## src/hw/rtl/cau_fifo.sv

```systemverilog
// ---------------------------------------------------------------------------
// cau_fifo
// Small register queue with full and empty flags; depth a power of two.
// ---------------------------------------------------------------------------
`default_nettype none

module cau_fifo #(
	parameter int WIDTH = 8,
	parameter int DEPTH = 4
) (
	input  logic             clk,
	input  logic             arst_n,
	input  logic             wr,
	input  logic [WIDTH-1:0] wdata,
	output logic             full,
	input  logic             rd,
	output logic [WIDTH-1:0] rdata,
	output logic             empty
);

	localparam int PW = $clog2(DEPTH);
	localparam int CW = $clog2(DEPTH + 1);

	logic [WIDTH-1:0] mem_q [DEPTH];
	logic [PW-1:0]    wp_q;
	logic [PW-1:0]    rp_q;
	logic [CW-1:0]    cnt_q;
	logic             do_wr;
	logic             do_rd;

	assign full  = cnt_q == CW'(DEPTH);
	assign empty = cnt_q == '0;
	assign rdata = mem_q[rp_q];
	assign do_wr = wr && !full;
	assign do_rd = rd && !empty;

	// pointers and fill count
	always_ff @(posedge clk or negedge arst_n) begin
		if (!arst_n) begin
			wp_q  <= '0;
			rp_q  <= '0;
			cnt_q <= '0;
		end else begin
			if (do_wr) wp_q <= wp_q + 1'b1;
			if (do_rd) rp_q <= rp_q + 1'b1;
			if (do_wr && !do_rd) cnt_q <= cnt_q + 1'b1;
			else if (do_rd && !do_wr) cnt_q <= cnt_q - 1'b1;
		end
	end

	// storage
	always_ff @(posedge clk) begin
		if (do_wr) mem_q[wp_q] <= wdata;
	end

endmodule

`default_nettype wire

```

## config.mk

```make
export PLATFORM = sky130hd
export DESIGN_NAME = cau_fifo
export DESIGN_NICKNAME = d
export VERILOG_FILES = /design/src/hw/rtl/cau_fifo.sv
export SDC_FILE = /design/constraint.sdc
export NUM_CORES = 1
export LEC_CHECK = 0
export ABC_AREA = 1
export CAP_MARGIN = 20
export CORE_MARGIN = 5
export CORE_UTILIZATION = 30
export CTS_CLUSTER_DIAMETER = 200
export DETAILED_ROUTE_END_ITERATION = 10
export DONT_BUFFER_PORTS = 1
export HOLD_SLACK_MARGIN = 0.08
export SETUP_SLACK_MARGIN = 0.1
export SLEW_MARGIN = 15
export SYNTH_ARGS = -nofsm -noshare
export SYNTH_HDL_FRONTEND = slang
export SYNTH_SLANG_ARGS = --single-unit
export TNS_END_PERCENT = 50
```

## constraint.sdc

```tcl
create_clock -name clk -period 4.8 [get_ports clk]
set_input_delay 1.44 -clock clk [delete_from_list [all_inputs] [get_ports clk]]
set_output_delay 1.44 -clock clk [all_outputs]
set_load 0.05 [all_outputs]
```

### Word-level counts from Yosys, hierarchy flattened

Memories as Yosys holds them, arrays and structs flattened.
Cells that the tools add are included.

* bits in registers: 7
* bits in latches: 0
* RAM bits: 32
* bits in read-only memories: 0
* bits of input ports: 12
* output and inout bits: 10
* logic and storage cells: 23
* memories kept: 1

Memory list
* mem_q: depth 4, width 8, read ports 1, clocked after Yosys merged registers in 0, write ports 1, RTL line 24 `logic [WIDTH-1:0] mem_q [DEPTH];`

* add/subtract/negate cells: 4
* $mul: 0
* div/mod/pow operators: 0
* magnitude comparators: 0
* equal/unequal tests: 1
* shift-type cells: 0
* mux-type cells: 4
* bitwise operators: 0
* reductions and logical operators: 10

Operator list (count)
* 2-to-1 mux 3 bit: 2
* adder 2 x 1 -> 2 bit (second input constant): 2
* logical AND 1 bit: 4
* logical NOT 1 bit: 4
* adder 3 x 1 -> 3 bit (second input constant): 1
* == test 3 bit (second input constant): 1
* logical NOT 3 bit: 1
* subtractor 3 x 1 -> 3 bit (second input constant): 1
* 2-to-1 mux 1 bit: 2
* nonzero test 2 bit: 1

### Logic depth before layout (Yosys ltp)

* word-level depth: 7
* gate-level depth with buffers: 12
* mapped depth without buffers: 12

### Worst setup path before layout

OpenSTA, ideal clock, no wires.

* path type: in2reg
* start: input port wr
* end: register cnt_q[2]
* library setup time: 117 ps
* arrival time: 2442 ps
* required time: 4683 ps
* slack: 2241 ps
* stages: 9
* path buffers: 0
* path through: nand2_1 -> inv_1 -> ha_1 -> inv_1 -> fa_1 -> nand2_1 -> nand3_1 -> nand2_1 -> nand2_1

* cells in the longest elaborated chain, start to end: 4
* elaborated cells between the ends (all ways): 6
* classes of those cells: mux: 1; reduce/logical: 5

Ends and longest elaborated chain
* start: declaration: RTL line 13 `input logic wr,`
* logical AND 1 bit *: RTL line 34 `assign do_wr = wr && !full;`
* net do_wr: RTL line 28 `logic do_wr;`
* logical NOT 1 bit: RTL line 47 `else if (do_rd && !do_wr) cnt_q <= cnt_q - 1'b1;`
* logical AND 1 bit: RTL line 47
* nonzero test 2 bit (no source line)
* end signal: assignment: RTL line 46 `if (do_wr && !do_rd) cnt_q <= cnt_q + 1'b1;`
* end signal: assignment: RTL line 47
* end: declaration: RTL line 27 `logic [CW-1:0] cnt_q;`

Mark *: on every way through the listed nets, which the timed path passes. The rest lies on a longest branch.
A chain may end at the register's enable or synchronous reset.

### Worst setup path after layout

* start: register rp_q[0]
* end: output port rdata[6]

* cells in the longest elaborated chain, start to end: 1

Ends and longest elaborated chain
* start: declaration: RTL line 26 `logic [PW-1:0] rp_q;`
* start signal: assignment: RTL line 45 `if (do_rd) rp_q <= rp_q + 1'b1;`
* memory read (4 x 8 bit)
* end: declaration: RTL line 17 `output logic [WIDTH-1:0] rdata,`

No other way between the ends.

==> results_dict.tcl <==
set metrics [dict create \
    busiest_layer "met2" \
    grtUsageTotal_pct 8.714 \
    cp-end-kind "output port" \
    clk_pin_slew_ns 0.07 \
    die_x_um 86.03 \
    cp_max_fo 33 \
    wl_per_cell_um 12.30 \
    tritoncts "yes" \
    startpoint_type "register" \
    root_buffer "clkbuf_8" \
    intPower_mw 0.7191 \
    grt_use_met3_pct 4.803 \
    initial_utilization_pct 31.11 \
    arrival_ns 1.61 \
    synth_cell_type_count 16 \
    grt_pass1_wl_um 4712 \
    dp_hpwl_um 2002 \
    crit_top_cell "nand2_1" \
    slew_headroom_pct 44.26 \
    min_to "cnt_q[2]" \
    cts_resized 0 \
    overflow 0 \
    tightest_slew_ns 0.8331 \
    cp.required_ns 3.36 \
    pwr-share-seq_pct 38.7 \
    p_leak_nw 0.8151 \
    via_count 985 \
    cts_buffers 5 \
    antenna_found_initial 0 \
    crit_family "simple AND/OR/NAND/NOR gates" \
    pwr-share-comb_pct 41.0 \
    maxCapViolations 0 \
    drtPass1Iterations 3 \
    diodes 0 \
    portBuffers 0 \
    peakVddDrop_uv 187.1 \
    post-route-drc-count 0 \
    cpPeakStageDelay_ns 0.40 \
    dp.cells 222 \
    synth_top_area_cell "edfxtp_1" \
    cp_cell_sequence "inv_2, nand2_1, o211ai_1, nand2_1" \
    power.density_nw_per_um2 690.6 \
    core_um2 5574 \
    use_met1_pct 9.741 \
    min_from "cnt_q[2]" \
    setup_tns_ns 0 \
    worstReg2RegStart "cnt_q[1]" \
    drv_slew 0 \
    r2r_slack_ns 2.88 \
    yosysWarnings 0 \
    p_clk_share_pct 20.3 \
    r2r-end "cnt_q[1]" \
    hold_viol_final 0 \
    worstHoldPathType "reg -> reg" \
    fin_crit_ns 3.052 \
    avgSynthCellArea_um2 11.26 \
    clkLatencyLatePin_ns 0.29 \
    hold_buffers 0 \
    p_total_mw 1.307 \
    ys_ff_latch 39 \
    drt-initial-drc-count 29 \
    hold_path_depth 2 \
    drtAntennaViolNets 0 \
    die_h_um 86.03 \
    rsz0062_at_grt "false" \
    synth_fp_nets 172 \
    swShare_pct 45.00 \
    cts_setup_buffers 0 \
    routed_wl_um 2830 \
    htreeDepth 2 \
    max_freq_mhz 327.7 \
    stdcell_count 230 \
    slowest_stage "dfrtp_1" \
    stdcell_area_um2 1893 \
    synth_area_leaders "edfxtp_1, dfrtp_1, nand2_1, inv_1, o211ai_1" \
    syn2layout_area_growth_pct 9.163 \
    cts_sinks 39 \
    layout-drive-gt1-share_pct 6.329 \
    worst-path-buf-inv 1 \
    power_switching_mw 0.5883 \
    via_per_inst 4.283 \
    seq_area_frac_synth_pct 65.51 \
    fin_skew_ns 0.01013 \
    grt_pass1_vias 953 \
    fin_crit_sh_pct 63.58 \
    status "finished, final reports clean" \
    die_area_um2 7401 \
    place_congestion 0.6886 \
    synth_top_area_share_pct 55.41 \
    syn_inst 154 \
    synth_area_um2 1734 \
    setup_viol 0 \
    ioPinCount 22 \
    fin_nets 175 \
    num_rows 27 \
    grt_max_degree 34 \
    clk_path_buf_depth 2 \
    placed_area_um2 1780 \
    reg2regPathDepth 9 \
    grtUsageMet2_pct 12.96 \
    path_class "reg -> out" \
]
## flip-flops by register name, summed over array words and instances (netlist names)
register,flops
cnt_q,3
rp_q,2
mem_q,32
wp_q,2
## kinds of logic (layout without fill, tap and decap cells)
| logic type | after synthesis | in the layout | share of synthesized area (%) |
|---|---|---|---|
| flops | 39 | 39 | 65.51 |
| simple gates | 53 | 53 | 12.12 |
| compound gates | 17 | 17 | 7.215 |
| fa+ha+maj | 6 | 6 | 4.762 |
| xor+xnor | 1 | 1 | 0.5051 |
| buf+inv | 38 | 42 | 9.885 |
## cell type report
type	instances	area, µm²
fill	560	3681
tap	72	90.09
clock inverter	3	43.79
clock buffer	5	68.82
multi-input combinational	77	426.7
sequential	39	1136
inverter	34	127.6
## routing by layer
layer  up-vias  share of wire, %
met5         -                 0
met4         0               2.3
met3         5               8.3
met2        18                47
met1       451                42
li1        511                 -
## cells in the final DEF (no fill, tap or decap)
master     count
nor2_1         4
clkinv_4       1
o211ai_1      16
fa_1           1
ha_1           5
dfrtp_1        7
nand2_1       41
edfxtp_1      32
o21ai_0        1
clkinv_2       1
nand4_1        1
inv_2          2
inv_1         32
xnor2_1        1
nand3_1        7
bufinv_16      1
clkbuf_8       5
## synth_stat cells
cell / n
ha_1: 5
nor2_1: 4
edfxtp_1: 32
o211ai_1: 16
fa_1: 1
nand3_1: 7
xnor2_1: 1
clkbuf_8: 1
o21ai_0: 1
dfrtp_1: 7
inv_1: 32
nand2_1: 41
inv_2: 2
buf_4: 1
buf_6: 2
nand4_1: 1
## worst reg2reg max path: cells and delay by family, from the launching register on
family | cells | cell delay [ns]
fa+ha+maj | 2 | 0.64
simple gates | 3 | 0.44
flops | 1 | 0.40
buf+inv | 3 | 0.27
compound gates | 1 | 0.07
## worst max-delay path by stage
stage	startpoint	endpoint	slack [ns]	depth (start not counted)
after global routing	rp_q[0]	rdata[0]	1.58	4
after global placement	rp_q[0]	rdata[7]	2.06	4
after CTS	rp_q[0]	rdata[6]	1.71	4
final	rp_q[0]	rdata[6]	1.75	4
after detailed placement	rp_q[0]	rdata[6]	2.03	4
after floorplan	wr	cnt_q[2]	2.24	9
## power by group through the flow
stage	Sequential, mW	Combinational [mW]	Clock, mW
floorplan	0.491	0.515	0
global placement	0.514	0.540	0
detailed placement	0.515	0.550	0
CTS	0.508	0.551	0.272
global route	0.517	0.602	0.290
finish	0.505	0.536	0.266
## metrics by stage
step	setup slack (ns)	utilization [%]	hold slack [ns]
6_report	1.748	33.96	0.5150
5_1_grt	1.578	33.96	0.5477
4_1_cts	1.714	33.96	0.5125
3_5_place_dp	2.035	31.94	0.5011
3_3_place_gp	2.065	31.94	0.4848
2_1_floorplan	2.241	-	0.4628
(Power assumes the default switching activity.)
