`src/hw/rtl/cau_pkg.sv`:
```
// ---------------------------------------------------------------------------
// cau_pkg
// Shared types, constants and the saturation helper of the complex unit.
// ---------------------------------------------------------------------------
`default_nettype none

package cau_pkg;

	localparam int WORD_BITS   = 32;
	localparam int FRAC_BITS   = 16;
	localparam int PROD_BITS   = 2 * WORD_BITS;
	localparam int EXT_BITS    = PROD_BITS + 2;
	localparam int QUO_BITS    = WORD_BITS + 1;
	localparam int ROOT_BITS   = WORD_BITS;
	localparam int QUEUE_DEPTH = 4;
	localparam int OUT_DEPTH   = 2;

	typedef enum logic [2:0] {
		OP_ADD  = 3'd0,
		OP_SUB  = 3'd1,
		OP_MUL  = 3'd2,
		OP_DIV  = 3'd3,
		OP_CONJ = 3'd4,
		OP_NEG  = 3'd5,
		OP_MAG  = 3'd6,
		OP_NONE = 3'd7
	} cau_op_t;

	typedef enum logic [1:0] {
		ST_OK   = 2'd0,
		ST_SAT  = 2'd1,
		ST_DIV0 = 2'd2
	} cau_status_t;

	typedef logic signed [WORD_BITS-1:0] cau_word_t;

	// classified word passed from front to back
	typedef struct packed {
		cau_op_t   op;
		logic      div0;
		cau_word_t a_re;
		cau_word_t a_im;
		cau_word_t b_re;
		cau_word_t b_im;
		cau_word_t sq_x;
		cau_word_t sq_y;
	} cau_item_t;

	typedef struct packed {
		logic      sat;
		cau_word_t val;
	} cau_sat_t;

	localparam logic signed [EXT_BITS-1:0] WMAX =
		(EXT_BITS'(1) <<< (WORD_BITS - 1)) - EXT_BITS'(1);
	localparam logic signed [EXT_BITS-1:0] WMIN = -WMAX - EXT_BITS'(1);

	// clamp a wide signed value to the word range
	function automatic cau_sat_t sat_word(input logic signed [EXT_BITS-1:0] v);
		cau_sat_t r;
		r.sat = 1'b0;
		r.val = v[WORD_BITS-1:0];
		if (v > WMAX) begin
			r.sat = 1'b1;
			r.val = WMAX[WORD_BITS-1:0];
		end else if (v < WMIN) begin
			r.sat = 1'b1;
			r.val = WMIN[WORD_BITS-1:0];
		end
		return r;
	endfunction

endpackage

`default_nettype wire

```
`src/hw/rtl/cau_front.sv`:
```
// ---------------------------------------------------------------------------
// cau_front
// Takes input words, decodes the operation and flags division by zero.
// ---------------------------------------------------------------------------
`default_nettype none

module cau_front import cau_pkg::*; (
	input  logic            push,
	output logic            full,
	input  logic [2:0]      req_type,
	input  cau_word_t       a_re,
	input  cau_word_t       a_im,
	input  cau_word_t       b_re,
	input  cau_word_t       b_im,
	input  logic            q_full,
	output logic            q_wr,
	output cau_item_t       q_item
);

	cau_op_t op;

	assign op    = cau_op_t'(req_type);
	assign full  = q_full;
	assign q_wr  = push && !q_full;

	// classify and choose the operands of the squaring multipliers
	always_comb begin
		q_item.op   = op;
		q_item.div0 = (op == OP_DIV) && (b_re == '0) && (b_im == '0);
		q_item.a_re = a_re;
		q_item.a_im = a_im;
		q_item.b_re = b_re;
		q_item.b_im = b_im;
		q_item.sq_x = (op == OP_MAG) ? a_re : b_re;
		q_item.sq_y = (op == OP_MAG) ? a_im : b_im;
	end

endmodule

`default_nettype wire

```
`config.mk`:
```
export PLATFORM = sky130hd
export DESIGN_NAME = cau_front
export DESIGN_NICKNAME = d
export VERILOG_FILES = /design/src/hw/rtl/cau_pkg.sv /design/src/hw/rtl/cau_front.sv
export SDC_FILE = /design/constraint.sdc
export NUM_CORES = 1
export LEC_CHECK = 0
export ABC_AREA = 1
export BUFFER_PORTS_ARGS = -buffer_cell sky130_fd_sc_hd__buf_2
export CORE_AREA = 2 2 127 129
export DETAILED_ROUTE_END_ITERATION = 10
export DIE_AREA = 0 0 129 131
export GPL_TIMING_DRIVEN = 0
export PLACE_DENSITY_LB_ADDON = 0.25
export RECOVER_POWER = 25
export SLEW_MARGIN = 20
export SYNTH_ARGS = -nofsm -noshare
export SYNTH_HDL_FRONTEND = slang
export SYNTH_SLANG_ARGS = --single-unit
```
`constraint.sdc`:
```
create_clock -name vclk -period 1.3
set_clock_uncertainty 0.05 [all_clocks]
set_input_delay 0.195 -clock vclk [all_inputs]
set_output_delay 0.195 -clock vclk [all_outputs]
set_load 0.005 [all_outputs]
```
# After elaboration in Yosys (flattened, before gate mapping)

Cells that the tools add are included.
W data, S select, Z words.

Equality and inequality tests: 2
Muxes and demuxes: 2
Reductions and logical operators: 6

Operators with widths:

| operator             | count |
|---|---|
| $logic_not A32 Y1    | 2 |
| $mux W32             | 2 |
| $eq A3 B2 Y1 const B | 1 |
| $eq A3 B3 Y1 const B | 1 |
| $logic_and A1 B1 Y1  | 3 |
| $logic_not A1 Y1     | 1 |

Register bits after elaboration: 0

# Logic depth before layout (Yosys ltp)

Gate-level depths: netlist (run 1).

Word-level depth: 3
Gate-level depth with buffers: 7

# Worst setup path before layout (run 1)

Ideal clock, no wire load.

Path type: input-to-output
From: in req_type[0]
To: out q_item[27] (netlist bit)
Required time: 1.055 ns
Stages on the path: 4
Path slack: 0.126 ns
Arrival time: 0.929 ns
Path buffers: 2
Path through: nand3b_1 -> buf_6 -> buf_6 -> mux2_4

RTL lines:

| item            | line            | source |
|---|---|---|
| start, declared | cau_front.sv:10 | `input logic [2:0] req_type,` |
| end, declared   | cau_front.sv:17 | `output cau_item_t q_item` |

==> results.sh, run 1 <==
export IMPL_rsz0062_at_grt="yes"
export IMPL_finalMaxSlewViolations=0
export IMPL_crit_arrival_ns=1.25
export IMPL_antenna_found_initial=1
export IMPL_fmax_mhz=668.1
export IMPL_grt_pass1_wl_mm=13.47
export IMPL_register_area_um2=0
export IMPL_violations="negative setup slack"
export IMPL_die_w_um=129
export IMPL_layout_drive_gt1_share_pct=83.57
export IMPL_ant_nets=0
export IMPL_min_period_over_period_pct=115.1
export IMPL_path_max_fanout=9
export IMPL_synth_seq_area_share_pct=0
export IMPL_relSlewSlack_pct=85.83
export IMPL_synth_nets=443
export IMPL_drc=0
export IMPL_die_area_um2=16900
export IMPL_leakage_nw=2.764
export IMPL_nets=780
export IMPL_drt_pass1_iterations=4
export IMPL_syn_avg_cell_area_um2=7.075
export IMPL_synthCells=310
export IMPL_min_period_ns=1.497
export IMPL_final_cell_count_no_fill=862
export IMPL_viasPerCell=3.454
export IMPL_initial_core_util_pct=14.06
export IMPL_worstPathRequired_ns=1.05
export IMPL_power_switching_uw=551.3
export IMPL_pre_cts_ws_ns=-0.5691
export IMPL_core_area_um2=15600
export IMPL_portBuffers=331
export IMPL_grt_total_usage_pct=10.07
export IMPL_grt_overflow_total=0
export IMPL_outcome="finished, violations left"
export IMPL_ios=331
export IMPL_wirelength_mm=10.30
export IMPL_clkPwrFrac_pct=0
export IMPL_fp_dieH_um=131
export IMPL_worstMarginPinSlew_ns=0.2125
export IMPL_wl_per_cell_um=11.95
export IMPL_placed_cells=857
export IMPL_cp_start_kind="input port"
export IMPL_core_rowCount=46
export IMPL_yosysUniqueCellTypes=13
export IMPL_grt_pass1_vias=2706
export IMPL_clock_buffer_count=0
export IMPL_swShare_pct=37.13
export IMPL_endpoint_kind="output pin"
export IMPL_drv_cap=0
export IMPL_power_frac_comb_pct=100.0
export IMPL_power_density_nw_per_um2=318.8
export IMPL_hold_viol_final=0
export IMPL_hold_path_class="in2out"
export IMPL_setup_viol=65
export IMPL_numSequentialCells=0
export IMPL_syn_area_um2=2193
export IMPL_route_vias_total=2977
export IMPL_p_seq_share_pct=0
export IMPL_place_gp_congestion=0.7469
export IMPL_dp_hpwl_mm=9.100
export IMPL_yosys_warnings=0
export IMPL_utilization_pct=29.87
export IMPL_vdd_drop_max_mv=0.1134
export IMPL_crit_type="in2out"
export IMPL_areaGrowthSynthToFinish_pct=112.4
export IMPL_grt_start_max_net_pins=11
export IMPL_layout_setup_ws_ns=-0.1968
export IMPL_first_iter_violations=56
export IMPL_p_int_uw=933.6
==> critical path, stage by stage <==
cell and delay [ns]:
buf_8 0.09, nand3b_1 0.19, buf_12 0.18, clkbuf_16 0.17, mux2_4 0.30, buf_6 0.12
==> layer usage <==
metal | vias up | global-route usage (%) | part of all wire (%)
li1 | 1520 | - | -
met1 | 1263 | 10.50 | 36
met2 | 190 | 21.66 | 55
met3 | 4 | 1.425 | 8.3
met4 | 0 | 0.8951 | 0.84
met5 | - | 0 | 0
==> synthesized netlist by cell type <==
master,count,area (um^2)
buf_4,132,991.0
nor2_1,55,206.5
mux2_4,36,540.5
inv_1,27,101.4
a21oi_1,26,130.1
nand2_1,11,41.29
buf_6,7,78.83
nand4_1,7,43.79
buf_2,3,15.01
mux2_2,2,22.52
nand3_1,2,10.01
nand3b_1,1,7.510
nor3_1,1,5.000
==> what timing repair did <==
| item | in CTS | in global routing |
|---|---|---|
| buffers inserted | 3 | 0 |
| endpoints found under the hold margin | 0 | 0 |
| hold buffers | 0 | 0 |
| pin swaps | 3 | 14 |
| gates cloned | 0 | 1 |
| setup endpoints to repair | 65 | 65 |
| resized for setup | 36 | 74 |
==> stage by stage <==
stage / hold WS (ns) / TNS, ns / total power, mW / area, um^2
after floorplan: 0.3711 / 0 / 0.6301 / 2193
after global placement: 0.5738 / -14.12 / 1.315 / 4120
after detailed placement: 0.5725 / -14.28 / 1.306 / 4120
after CTS: 0.5750 / -10.79 / 1.362 / 4285
after global routing: 0.5741 / -14.65 / 1.611 / 4656
final: 0.5527 / -10.60 / 1.485 / 4658
==> final timing paths <==
path,from,endpoint,slack (ns),depth (start not counted)
min,q_full,q_wr,0.55,3
max,req_type[0],q_item[45],-0.20,6
==> cell families after synthesis <==
logic type	synth area share, %
buf+inv	54.08
compound gates	5.932
mux	25.67
simple gates	14.32
==> placed cells by master (no fill, tap or decap), drive strengths merged <==
master and count:
clkbuf 33, nand2 11, nor3 1, nor2 55
mux2 38, nand3b 1, buf 444, diode 1
nand3 2, a21oi 26, nand4 7, inv 27
==> power groups by stage <==
stage / combinational (mW) / sequential (mW) / clock (mW)
6_report: 1.48 / 0 / 0.000000103
4_1_cts: 1.36 / 0 / 0
2_1_floorplan: 0.630 / 0 / 0
5_1_grt: 1.61 / 0 / 0
3_3_place_gp: 1.32 / 0 / 0
3_5_place_dp: 1.31 / 0 / 0
==> cell type report <==
type	count	area (um^2)
Inverter	27	101.3
Tap cell	216	270.3
Multi-Input combinational cell	141	1164
Antenna cell	1	2.502
Timing Repair Buffer	335	1969
Fill cell	1736	10940
Buffer	142	1151
Power figures use the tool's default switching activity.
==> inputs of run 2 (changes only) <==
- ABC_AREA: 1 -> not set
- CORE_AREA: 2 2 127 129 -> 2 2 128 130
- DIE_AREA: 0 0 129 131 -> 0 0 130 132
==> results.sh, run 2 <==
export IMPL_portBuffers=331
export IMPL_synth_nets=361
export IMPL_outcome="finished, violations left"
export IMPL_register_area_um2=0
export IMPL_core_rowCount=46
export IMPL_leakage_nw=2.489
export IMPL_layout_setup_ws_ns=-0.2844
export IMPL_endpoint_kind="output pin"
export IMPL_hold_buffers=0
export IMPL_hold_path_class="in2out"
export IMPL_areaGrowthSynthToFinish_pct=126.5
export IMPL_clock_buffer_count=0
export IMPL_multiInputGateArea_um2=1087
export IMPL_setup_viol=65
export IMPL_syn_avg_cell_area_um2=8.561
export IMPL_worstPathRequired_ns=1.05
export IMPL_path_max_fanout=6
export IMPL_ios=331
export IMPL_finalMaxSlewViolations=0
export IMPL_crit_arrival_ns=1.34
export IMPL_synth_top_area_share_pct=50.77
export IMPL_route_vias_total=2727
export IMPL_initial_core_util_pct=12.42
export IMPL_fp_dieH_um=132
export IMPL_layout_drive_gt1_share_pct=95.23
export IMPL_utilization_pct=28.14
export IMPL_worstMarginPinSlew_ns=0.4879
export IMPL_synthMostInstantiatedCell="buf_4"
export IMPL_synth_area_leaders="buf_4 (51%), mux2_2 (37%), nor4_1 (4.5%)"
export IMPL_drt_pass1_iterations=4
export IMPL_wirelength_mm=10.28
export IMPL_numSequentialCells=0
export IMPL_nets=701
export IMPL_core_area_um2=15710
export IMPL_synthCells=228
export IMPL_yosysUniqueCellTypes=13
export IMPL_dpl_cell_area_um2=3879
export IMPL_viasPerCell=3.487
export IMPL_grt_overflow_total=0
export IMPL_grt_pass1_vias=2509
export IMPL_antenna_found_initial=0
export IMPL_min_period_over_period_pct=121.9
export IMPL_grt_pass1_wl_mm=13.68
export IMPL_place_gp_congestion=0.7601
export IMPL_cp_start_kind="input port"
export IMPL_final_common_cell="buf_2"
export IMPL_ant_nets=0
export IMPL_syn_area_um2=1952
export IMPL_power_density_nw_per_um2=317.8
export IMPL_synth_top_cell_by_area="buf_4"
export IMPL_hold_viol_final=0
export IMPL_pre_cts_ws_ns=-0.7031
export IMPL_die_w_um=130
export IMPL_final_setup_tns_ns=-16.08
export IMPL_wl_per_cell_um=13.15
export IMPL_synth_seq_area_share_pct=0
export IMPL_vdd_drop_max_mv=0.1308
export IMPL_hold_ws_ns=0.6069
export IMPL_violations="negative setup slack"
export IMPL_crit_type="in2out"
export IMPL_fmax_mhz=631.2
export IMPL_rsz0062_at_grt="yes"
export IMPL_grt_total_usage_pct=10.14
export IMPL_netlist_top_cells_count="buf_4 (132), mux2_2 (64), nor4_1 (14)"
export IMPL_final_cell_mix="buf_2 (289), buf_4 (116), mux2_2 (45)"
export IMPL_grt_start_max_net_pins=11
export IMPL_relSlewSlack_pct=67.17
export IMPL_n_antenna_cell=0
export IMPL_drv_cap=0
export IMPL_design_area_um2=4422
export IMPL_min_period_ns=1.584
export IMPL_drc=0
export IMPL_die_area_um2=17160
export IMPL_dp_hpwl_mm=8.769
export IMPL_first_iter_violations=33
export IMPL_num_fill_cells=1719
export IMPL_yosys_warnings=0
run 2: layout make-up:
type | instances | area share (%)
Buffer | 139 | 25.58
Multi-Input combinational cell | 89 | 24.59
Tap cell | 216 | 6.112
Timing Repair Buffer | 338 | 43.72
run 2: logic make-up (layout without fill, tap and decap cells):
| group | Yosys count | after routing | share of synthesized area [%] |
|---|---|---|---|
| simple gates | 25 | 25 | 8.590 |
| buf+inv | 139 | 477 | 54.49 |
| mux | 64 | 64 | 36.92 |
run 2: per-stage QoR:
stage / instances / power (mW)
after floorplan: 228 / 0.5592
after global placement: 775 / 1.235
after detailed placement: 775 / 1.225
after CTS: 781 / 1.339
after global routing: 782 / 1.518
final: 782 / 1.405
run 2: critical path, stage by stage:
cell,delay (ns)
buf_8,0.10
nand3b_1,0.16
buf_6,0.15
buf_12,0.15
clkbuf_16,0.17
mux2_4,0.30
buf_6,0.11
run 2: routing by layer:
metal | routed length, um | global-route usage (%) | vias to the layer above
met5 | 0 | 0 | -
met1 | 3879 | 11.76 | 1208
li1 | - | - | 1341
met2 | 5642 | 20.86 | 178
met3 | 761 | 0.7711 | 0
met4 | 0 | 0 | 0
run 2: what timing repair did:
action                     CTS  global route
setup endpoints to repair   65            65
pin swaps                    4             0
setup buffers                4             0
gates cloned                 2             1
resized for setup           49            38
run 2: final timing paths:
path / startpoint / end / slack (ns) / cells past startpoint
worst min-delay path: a_re[9] / q_item[169] / 0.61 / 3
worst max-delay path: req_type[0] / q_item[24] / -0.28 / 7
run 2: power breakdown:
group | leakage, nW | switching [mW] | internal [mW]
Clock | 0 | 0 | 0
Sequential | 0 | 0 | 0
Combinational | 2.49 | 0.514 | 0.891
Total | 2.49 | 0.514 | 0.891
